===== src/hw/rtl/pcfc_pkg.sv =====
`default_nettype none
package pcfc_pkg;

    localparam int PALETTE_ENTRIES = 256;
    localparam int IDX_W           = $clog2(PALETTE_ENTRIES);
    localparam int DIST_W          = 18;

    localparam logic [7:0] VGA_HI = 8'hA8;
    localparam logic [7:0] VGA_LO = 8'h57;

    typedef enum logic [1:0] {
        DEPTH_PAL8     = 2'd0,
        DEPTH_RGB565   = 2'd1,
        DEPTH_RGB888   = 2'd2,
        DEPTH_ARGB8888 = 2'd3
    } depth_t;

    typedef enum logic {
        OP_ENCODE = 1'b0,
        OP_DECODE = 1'b1
    } op_t;

    typedef logic [7:0]  chan_t;
    typedef logic [31:0] pixel_t;
    typedef logic [23:0] rgb_t;

    typedef struct packed {
        logic capture;
        logic scan_step;
        logic load_out;
    } dp_cmd_t;

    typedef struct packed {
        logic in_is_scan;
        logic scan_last;
    } dp_stat_t;

    function automatic chan_t vga_level(input logic [7:0] idx, input int hi_bit,
                                        input int lo_bit);
        chan_t v;
        v = 8'd0;
        if (idx[hi_bit])
        begin
            v = v + VGA_HI;
        end
        if (idx[lo_bit])
        begin
            v = v + VGA_LO;
        end
        return v;
    endfunction

    function automatic rgb_t palette_entry(input logic [7:0] idx);
        rgb_t e;
        if (idx < 8'd64)
        begin
            e = {vga_level(idx, 2, 5), vga_level(idx, 1, 4), vga_level(idx, 0, 3)};
        end
        else
        begin
            e = 24'd0;
        end
        return e;
    endfunction

endpackage
`default_nettype wire


===== src/hw/rtl/pcfc_if.sv =====
`default_nettype none
interface pcfc_in_if;
    import pcfc_pkg::*;

    logic  valid;
    logic  ready;
    op_t   operation;
    chan_t in_red;
    chan_t in_green;
    chan_t in_blue;
    chan_t in_alpha;
    pixel_t in_pixel;

    modport source (output valid, operation, in_red, in_green, in_blue, in_alpha, in_pixel,
                    input ready);
    modport sink (input valid, operation, in_red, in_green, in_blue, in_alpha, in_pixel,
                  output ready);
endinterface

interface pcfc_out_if;
    import pcfc_pkg::*;

    logic   valid;
    logic   ready;
    pixel_t out_pixel;
    chan_t  out_red;
    chan_t  out_green;
    chan_t  out_blue;
    chan_t  out_alpha;

    modport source (output valid, out_pixel, out_red, out_green, out_blue, out_alpha,
                    input ready);
    modport sink (input valid, out_pixel, out_red, out_green, out_blue, out_alpha,
                  output ready);
endinterface

interface pcfc_cfg_if;
    logic       valid;
    logic       ready;
    logic [1:0] data;

    modport source (output valid, data, input ready);
    modport sink (input valid, data, output ready);
endinterface
`default_nettype wire


===== src/hw/rtl/pcfc_ctrl.sv =====
`default_nettype none
module pcfc_ctrl (
    input  wire logic              clk,
    input  wire logic              rst_n,
    input  wire logic              in_valid,
    output logic                   in_ready,
    output logic                   out_valid,
    input  wire logic              out_ready,
    input  wire pcfc_pkg::dp_stat_t stat,
    output pcfc_pkg::dp_cmd_t      cmd
);
    import pcfc_pkg::*;

    typedef enum logic [2:0] {
        ST_IDLE = 3'b001,
        ST_SCAN = 3'b010,
        ST_LOAD = 3'b100
    } state_t;

    state_t state_reg;
    state_t state_next;
    logic   out_valid_reg;
    logic   out_valid_next;
    logic   out_free;

    assign out_free  = !out_valid_reg || out_ready;
    assign out_valid = out_valid_reg;
    assign in_ready  = (state_reg == ST_IDLE);

    always_comb
    begin
        state_next    = state_reg;
        cmd           = '0;
        out_valid_next = out_valid_reg && !out_ready;
        unique case (state_reg)
            ST_IDLE:
            begin
                if (in_valid)
                begin
                    cmd.capture = 1'b1;
                    state_next  = stat.in_is_scan ? ST_SCAN : ST_LOAD;
                end
            end
            ST_SCAN:
            begin
                cmd.scan_step = 1'b1;
                if (stat.scan_last)
                begin
                    state_next = ST_LOAD;
                end
            end
            ST_LOAD:
            begin
                if (out_free)
                begin
                    cmd.load_out   = 1'b1;
                    out_valid_next = 1'b1;
                    state_next     = ST_IDLE;
                end
            end
            default:
            begin
                state_next = ST_IDLE;
            end
        endcase
    end

    always_ff @(posedge clk or negedge rst_n)
    begin
        if (!rst_n)
        begin
            state_reg     <= ST_IDLE;
            out_valid_reg <= 1'b0;
        end
        else
        begin
            state_reg     <= state_next;
            out_valid_reg <= out_valid_next;
        end
    end

endmodule
`default_nettype wire


===== src/hw/rtl/pcfc_dp.sv =====
`default_nettype none
module pcfc_dp (
    input  wire logic              clk,
    input  wire logic              rst_n,
    input  wire logic              cfg_we,
    input  wire logic [1:0]        cfg_data,
    input  wire pcfc_pkg::op_t     in_operation,
    input  wire pcfc_pkg::chan_t   in_red,
    input  wire pcfc_pkg::chan_t   in_green,
    input  wire pcfc_pkg::chan_t   in_blue,
    input  wire pcfc_pkg::chan_t   in_alpha,
    input  wire pcfc_pkg::pixel_t  in_pixel,
    input  wire pcfc_pkg::dp_cmd_t cmd,
    output pcfc_pkg::dp_stat_t     stat,
    output pcfc_pkg::pixel_t       out_pixel,
    output pcfc_pkg::chan_t        out_red,
    output pcfc_pkg::chan_t        out_green,
    output pcfc_pkg::chan_t        out_blue,
    output pcfc_pkg::chan_t        out_alpha
);
    import pcfc_pkg::*;

    depth_t depth_reg;

    op_t    op_reg;
    chan_t  r_reg;
    chan_t  g_reg;
    chan_t  b_reg;
    chan_t  a_reg;
    pixel_t px_reg;

    logic [IDX_W-1:0]  scan_cnt_reg;
    logic [IDX_W-1:0]  best_idx_reg;
    logic [DIST_W-1:0] best_dist_reg;

    pixel_t o_px_reg;
    chan_t  o_r_reg;
    chan_t  o_g_reg;
    chan_t  o_b_reg;
    chan_t  o_a_reg;

    rgb_t              scan_entry;
    chan_t             d_r;
    chan_t             d_g;
    chan_t             d_b;
    logic [15:0]       sq_r;
    logic [15:0]       sq_g;
    logic [15:0]       sq_b;
    logic [DIST_W-1:0] cand_dist;

    rgb_t   dec_entry;
    pixel_t o_px_next;
    chan_t  o_r_next;
    chan_t  o_g_next;
    chan_t  o_b_next;
    chan_t  o_a_next;

    assign stat.in_is_scan = (in_operation == OP_ENCODE) && (depth_reg == DEPTH_PAL8);
    assign stat.scan_last  = (scan_cnt_reg == IDX_W'(PALETTE_ENTRIES - 1));

    always_comb
    begin
        scan_entry = palette_entry(8'(scan_cnt_reg));
        d_r  = (r_reg > scan_entry[23:16]) ? r_reg - scan_entry[23:16]
                                           : scan_entry[23:16] - r_reg;
        d_g  = (g_reg > scan_entry[15:8]) ? g_reg - scan_entry[15:8]
                                          : scan_entry[15:8] - g_reg;
        d_b  = (b_reg > scan_entry[7:0]) ? b_reg - scan_entry[7:0]
                                         : scan_entry[7:0] - b_reg;
        sq_r = d_r * d_r;
        sq_g = d_g * d_g;
        sq_b = d_b * d_b;
        cand_dist = DIST_W'(sq_r) + DIST_W'(sq_g) + DIST_W'(sq_b);
    end

    always_comb
    begin
        dec_entry = (px_reg[7:0] < 9'(PALETTE_ENTRIES)) ? palette_entry(px_reg[7:0]) : 24'd0;
        o_px_next = '0;
        o_r_next  = '0;
        o_g_next  = '0;
        o_b_next  = '0;
        o_a_next  = '0;
        if (op_reg == OP_ENCODE)
        begin
            unique case (depth_reg)
                DEPTH_PAL8:     o_px_next = 32'(best_idx_reg);
                DEPTH_RGB565:   o_px_next = {16'd0, r_reg[7:3], g_reg[7:2], b_reg[7:3]};
                DEPTH_RGB888:   o_px_next = {8'd0, r_reg, g_reg, b_reg};
                DEPTH_ARGB8888: o_px_next = {a_reg, r_reg, g_reg, b_reg};
                default:        o_px_next = '0;
            endcase
        end
        else
        begin
            o_a_next = 8'hFF;
            unique case (depth_reg)
                DEPTH_PAL8:
                begin
                    o_r_next = dec_entry[23:16];
                    o_g_next = dec_entry[15:8];
                    o_b_next = dec_entry[7:0];
                end
                DEPTH_RGB565:
                begin
                    o_r_next = {px_reg[15:11], 3'b000};
                    o_g_next = {px_reg[10:5], 2'b00};
                    o_b_next = {px_reg[4:0], 3'b000};
                end
                DEPTH_RGB888:
                begin
                    o_r_next = px_reg[23:16];
                    o_g_next = px_reg[15:8];
                    o_b_next = px_reg[7:0];
                end
                DEPTH_ARGB8888:
                begin
                    o_r_next = px_reg[23:16];
                    o_g_next = px_reg[15:8];
                    o_b_next = px_reg[7:0];
                    o_a_next = px_reg[31:24];
                end
                default:
                begin
                    o_r_next = '0;
                end
            endcase
        end
    end

    always_ff @(posedge clk or negedge rst_n)
    begin
        if (!rst_n)
        begin
            depth_reg <= DEPTH_ARGB8888;
        end
        else if (cfg_we)
        begin
            depth_reg <= depth_t'(cfg_data);
        end
    end

    always_ff @(posedge clk)
    begin
        if (cmd.capture)
        begin
            op_reg        <= in_operation;
            r_reg         <= in_red;
            g_reg         <= in_green;
            b_reg         <= in_blue;
            a_reg         <= in_alpha;
            px_reg        <= in_pixel;
            scan_cnt_reg  <= '0;
            best_idx_reg  <= '0;
            best_dist_reg <= '1;
        end
        else if (cmd.scan_step)
        begin
            scan_cnt_reg <= scan_cnt_reg + 1'b1;
            if (cand_dist < best_dist_reg)
            begin
                best_dist_reg <= cand_dist;
                best_idx_reg  <= scan_cnt_reg;
            end
        end
        if (cmd.load_out)
        begin
            o_px_reg <= o_px_next;
            o_r_reg  <= o_r_next;
            o_g_reg  <= o_g_next;
            o_b_reg  <= o_b_next;
            o_a_reg  <= o_a_next;
        end
    end

    assign out_pixel = o_px_reg;
    assign out_red   = o_r_reg;
    assign out_green = o_g_reg;
    assign out_blue  = o_b_reg;
    assign out_alpha = o_a_reg;

endmodule
`default_nettype wire


===== src/hw/rtl/pixel_colour_format_converter.sv =====
// Each result is registered in the output register; the load waits while a previous result is
// still pending. For an 8-bit palette encode, a nearest-colour search over all 256 palette
// entries comes first and takes one palette entry per cycle. A new input is taken only when idle,
// and it is taken while the previous result waits in the output register.
// Reset is asynchronous and active low; it empties the block and sets the depth to 32-bit.
`default_nettype none
module pixel_colour_format_converter (
    input  wire logic  clk,
    input  wire logic  rst_n,
    pcfc_cfg_if.sink   cfg,
    pcfc_in_if.sink    in_ch,
    pcfc_out_if.source out_ch
);
    import pcfc_pkg::*;

    dp_cmd_t  cmd;
    dp_stat_t stat;

    assign cfg.ready = 1'b1;

    pcfc_ctrl u_ctrl (
        .clk       (clk),
        .rst_n     (rst_n),
        .in_valid  (in_ch.valid),
        .in_ready  (in_ch.ready),
        .out_valid (out_ch.valid),
        .out_ready (out_ch.ready),
        .stat      (stat),
        .cmd       (cmd)
    );

    pcfc_dp u_dp (
        .clk          (clk),
        .rst_n        (rst_n),
        .cfg_we       (cfg.valid),
        .cfg_data     (cfg.data),
        .in_operation (in_ch.operation),
        .in_red       (in_ch.in_red),
        .in_green     (in_ch.in_green),
        .in_blue      (in_ch.in_blue),
        .in_alpha     (in_ch.in_alpha),
        .in_pixel     (in_ch.in_pixel),
        .cmd          (cmd),
        .stat         (stat),
        .out_pixel    (out_ch.out_pixel),
        .out_red      (out_ch.out_red),
        .out_green    (out_ch.out_green),
        .out_blue     (out_ch.out_blue),
        .out_alpha    (out_ch.out_alpha)
    );

    a_no_input_during_scan: assert property (@(posedge clk) disable iff (!rst_n)
        cmd.scan_step |-> !in_ch.ready)
        else $error("An input transaction was possible during the palette search.");

    a_no_result_overwrite: assert property (@(posedge clk) disable iff (!rst_n)
        cmd.load_out |-> (!out_ch.valid || out_ch.ready))
        else $error("A pending result was overwritten.");

    a_scan_follows_capture: assert property (@(posedge clk) disable iff (!rst_n)
        (in_ch.valid && in_ch.ready && stat.in_is_scan) |=> cmd.scan_step)
        else $error("A palette encode did not start its search.");

    a_load_gives_result: assert property (@(posedge clk) disable iff (!rst_n)
        cmd.load_out |=> out_ch.valid)
        else $error("A loaded result was not presented.");

endmodule
`default_nettype wire

===== src/flat_wrapper.sv =====
// flat-port wrapper written by rule: the top's interface ports become plain ports
module pixel_colour_format_converter_flat import pcfc_pkg::*;
  (clk, rst_n, cfg_valid, cfg_data, cfg_ready, in_ch_valid, in_ch_operation, in_ch_in_red, in_ch_in_green, in_ch_in_blue, in_ch_in_alpha, in_ch_in_pixel, in_ch_ready, out_ch_valid, out_ch_out_pixel, out_ch_out_red, out_ch_out_green, out_ch_out_blue, out_ch_out_alpha, out_ch_ready);
  pcfc_cfg_if cfg_i ();
  pcfc_in_if in_ch_i ();
  pcfc_out_if out_ch_i ();
  input  wire logic clk;
  input  wire logic rst_n;
  input wire logic [$bits(cfg_i.valid)-1:0] cfg_valid;
  input wire logic [$bits(cfg_i.data)-1:0] cfg_data;
  output wire logic [$bits(cfg_i.ready)-1:0] cfg_ready;
  input wire logic [$bits(in_ch_i.valid)-1:0] in_ch_valid;
  input wire logic [$bits(in_ch_i.operation)-1:0] in_ch_operation;
  input wire logic [$bits(in_ch_i.in_red)-1:0] in_ch_in_red;
  input wire logic [$bits(in_ch_i.in_green)-1:0] in_ch_in_green;
  input wire logic [$bits(in_ch_i.in_blue)-1:0] in_ch_in_blue;
  input wire logic [$bits(in_ch_i.in_alpha)-1:0] in_ch_in_alpha;
  input wire logic [$bits(in_ch_i.in_pixel)-1:0] in_ch_in_pixel;
  output wire logic [$bits(in_ch_i.ready)-1:0] in_ch_ready;
  output wire logic [$bits(out_ch_i.valid)-1:0] out_ch_valid;
  output wire logic [$bits(out_ch_i.out_pixel)-1:0] out_ch_out_pixel;
  output wire logic [$bits(out_ch_i.out_red)-1:0] out_ch_out_red;
  output wire logic [$bits(out_ch_i.out_green)-1:0] out_ch_out_green;
  output wire logic [$bits(out_ch_i.out_blue)-1:0] out_ch_out_blue;
  output wire logic [$bits(out_ch_i.out_alpha)-1:0] out_ch_out_alpha;
  input wire logic [$bits(out_ch_i.ready)-1:0] out_ch_ready;
  assign cfg_i.valid = cfg_valid;
  assign cfg_i.data = cfg_data;
  assign cfg_ready = cfg_i.ready;
  assign in_ch_i.valid = in_ch_valid;
  assign in_ch_i.operation = in_ch_operation;
  assign in_ch_i.in_red = in_ch_in_red;
  assign in_ch_i.in_green = in_ch_in_green;
  assign in_ch_i.in_blue = in_ch_in_blue;
  assign in_ch_i.in_alpha = in_ch_in_alpha;
  assign in_ch_i.in_pixel = in_ch_in_pixel;
  assign in_ch_ready = in_ch_i.ready;
  assign out_ch_valid = out_ch_i.valid;
  assign out_ch_out_pixel = out_ch_i.out_pixel;
  assign out_ch_out_red = out_ch_i.out_red;
  assign out_ch_out_green = out_ch_i.out_green;
  assign out_ch_out_blue = out_ch_i.out_blue;
  assign out_ch_out_alpha = out_ch_i.out_alpha;
  assign out_ch_i.ready = out_ch_ready;
  pixel_colour_format_converter u_core (.clk(clk), .rst_n(rst_n), .cfg(cfg_i), .in_ch(in_ch_i), .out_ch(out_ch_i));
endmodule

===== config.mk =====
export PLATFORM = sky130hd
export DESIGN_NAME = pixel_colour_format_converter_flat
export DESIGN_NICKNAME = d
export VERILOG_FILES = /design/src/hw/rtl/pcfc_pkg.sv /design/src/hw/rtl/pcfc_if.sv /design/src/hw/rtl/pcfc_ctrl.sv /design/src/hw/rtl/pcfc_dp.sv /design/src/hw/rtl/pixel_colour_format_converter.sv /design/src/flat_wrapper.sv
export SDC_FILE = /design/constraint.sdc
export NUM_CORES = 1
export LEC_CHECK = 0
export BUFFER_PORTS_ARGS = -buffer_cell sky130_fd_sc_hd__clkbuf_2
export CORE_ASPECT_RATIO = 1.4
export CORE_UTILIZATION = 47
export CTS_CLUSTER_DIAMETER = 80
export DETAILED_ROUTE_END_ITERATION = 12
export PLACE_DENSITY = 0.66
export SYNTH_ARGS = -nofsm -noshare
export SYNTH_HDL_FRONTEND = slang
export SYNTH_SLANG_ARGS = --single-unit
export TNS_END_PERCENT = 1

===== constraint.sdc =====
create_clock -name clk -period 25.3 [get_ports clk]
set_input_delay 0 -clock clk [delete_from_list [all_inputs] [get_ports clk]]
set_output_delay 0 -clock clk [all_outputs]
set_load 0.1 [all_outputs]

==> flow_summary.json <==
{
  "stdcell_count": 1928,
  "worstMarginPinSlew_ns": 0.951,
  "endpoint_kind": "flip-flop",
  "finalSetupViolations": 0,
  "slowest_delay_ns": 0.68,
  "gp_congestion": 0.907,
  "dieHeight_um": 206,
  "cts_resized": 0,
  "crit_type": "reg2reg",
  "grt_max_degree": 68,
  "antenna_found_initial": 0,
  "utilization": 0.561,
  "fin_crit_ns": 12.04,
  "clkTransAtPathRegs_ns": 0.07,
  "synthesis.area_um2": 13900,
  "drive_above_1_share": 0.134,
  "via_count": 10000,
  "yosys.area.top_type": "edfxtp_1",
  "syn_to_final_growth_pct": 17.4,
  "synth_async_sr_flop_share": 0.0355,
  "finalMaxSlewViolations": 0,
  "worst-endpoint-arrival_ns": 12.33,
  "via_per_inst": 5.20,
  "htree_levels": 4,
  "holdCritPathClass": "in2async",
  "synth.avg_cell_area_um2": 10.4,
  "synthTopCellsByArea": "edfxtp_1 28%, fa_1 20%, ha_1 12%, inv_1 6.6%, dfxtp_1 4.9%",
  "synth_edf_count": 129,
  "critPathSlowestCell": "xor2_1",
  "outcome": "complete, no violations",
  "timing.final.crit_share": 0.476,
  "synth_cells": 1339,
  "grt_pass1_vias": 10500,
  "ys_ff_latch": 169,
  "critPathMaxFanout": 35,
  "drc": 0,
  "wl_per_cell_um": 16.9,
  "cts_hold_buf": 73,
  "grt_pass1_wl_mm": 52.5,
  "synth.top_cell.area_share": 0.278,
  "detail_route.wirelength_mm": 32.6,
  "synth_flop_cell": "edfxtp_1",
  "insertedDiodeCount": 0,
  "cts-root-buf": "clkbuf_16",
  "drtPass1Iterations": 5,
  "postRouteAntennaNets": 0,
  "final_cell_mix": "244 x inv_1, 138 x fa_1, 137 x clkbuf_2",
  "dpl.hpwl_mm": 25.4,
  "setup_tns_ns": 0,
  "clock_latency_ns": 0.44,
  "ys_seq_area_frac": 0.338,
  "syn_nets": 1685,
  "max_slew_margin": 0.348,
  "cts_sinks": 169,
  "die_w_um": 148,
  "worst_clock_skew_ns": 0.0126,
  "start_util": 0.478,
  "drt_iter0_markers": 503,
  "core.rowCount": 74,
  "dpl.cell_count": 1823,
  "yosys_warnings": 0,
  "gr-total-overflow": 0,
  "cts.path.max_buffers": 2,
  "required_ns": 25.59,
  "io_buffers": 137,
  "layout_commonest_cell": "inv_1",
  "cts_made_buffers": 17,
  "grtUsageTotal": 0.225,
  "final_nets": 1881,
  "dieArea_um2": 30400,
  "maxCapViolations": 0,
  "cpMostUsedCell": "fa_1",
  "synth.distinct_cells": 67,
  "rsz0062_at_grt": "no",
  "ioPinCount": 139,
  "cp-start-kind": "flip-flop",
  "hold_viol_final": 0,
  "core-area_um2": 29200,
  "fmax_mhz": 83.1,
  "cts_setup_buffers": 0,
  "cts_tree": "built"
}
## synth_stat cells, types with 3 or more instances
master,count
dfrtp_1,3
nand2b_1,19
o2bb2ai_1,3
o21bai_1,7
dfxtp_1,34
a21boi_0,23
or2_2,8
mux2_2,4
clkbuf_1,28
inv_1,244
dfstp_2,3
xor2_1,18
nand2_1,76
nand4_1,11
o211ai_1,21
buf_2,11
o21a_1,10
a21oi_1,47
a22oi_1,14
a21o_1,23
a31o_2,3
ha_1,136
and3_1,5
o21ai_0,28
nor2b_1,22
nor2_1,128
or3_1,5
a2111oi_0,3
nor3b_1,5
a211oi_1,16
xnor2_1,24
and2_1,18
fa_1,138
mux2i_1,27
edfxtp_1,129
nor3_1,6
## logic make-up after synthesis
logic type | count (synthesis) | share of synthesized area
AO/OA/AOI/OAI | 219 | 0.107
flip-flops | 169 | 0.338
other | 1 | 0.000269
AND/OR/NAND/NOR | 311 | 0.104
multiplexers | 32 | 0.0237
XOR/XNOR | 43 | 0.0275
buffers and inverters | 290 | 0.0802
adder cells (fa/ha/maj) | 274 | 0.320
## per-stage QoR
stage	cell area, µm²	setup slack [ns]	hold slack, ns
finish	16400	13.26	0.0922
global route	16400	12.28	0.107
CTS	16400	13.27	0.0797
detailed placement	15000	13.31	-0.161
global placement	15000	13.51	-0.164
floorplan	13900	14.78	-0.296
## cell type report
cell class / instances / area, µm²
tap: 380 / 475
multi-input combinational: 880 / 8120
timing repair buffer: 222 / 1510
clock inverter: 14 / 199
clock buffer: 18 / 439
inverter: 245 / 921
sequential: 169 / 4710
fill: 2494 / 12800
## per-layer routing
metal / part of all wire / GRT usage / vias to the layer above
li1: - / - / 4798
met1: 0.36 / 0.232 / 4888
met2: 0.56 / 0.434 / 274
met3: 0.043 / 0.0395 / 64
met4: 0.038 / 0.111 / 0
met5: 0 / 0 / -
## critical path, delay by kind of cell, from the launching register on
kind            cells  cell delay (ns)
fa+ha+maj          11             4.73
compound gates     11             3.04
simple gates        8             1.50
buf+inv             6             0.88
xor+xnor            2             0.87
mux                 2             0.46
flops               1             0.35
## worst paths after layout
kind / depth (start not counted) / from / slack (ns) / to
max: 40 / u_core.u_dp.scan_cnt_reg[7] / 13.26 / u_core.u_dp.best_dist_reg[0]
min: 2 / rst_n / 0.09 / u_core.u_dp.depth_reg[0]
max reg2reg: 40 / u_core.u_dp.scan_cnt_reg[7] / 13.26 / u_core.u_dp.best_dist_reg[0]
min reg2reg: 2 / u_core.u_dp.best_dist_reg[0] / 0.47 / u_core.u_dp.best_dist_reg[0]
max in group asynchronous: 3 / rst_n / 24.61 / u_core.u_ctrl.state_reg[1]
min in group clk: 2 / in_ch_in_pixel[14] / 0.27 / u_core.u_dp.px_reg[14]
Power is not shown: default switching activity piles up to over one toggle a cycle in this logic, so the estimate is an artifact.
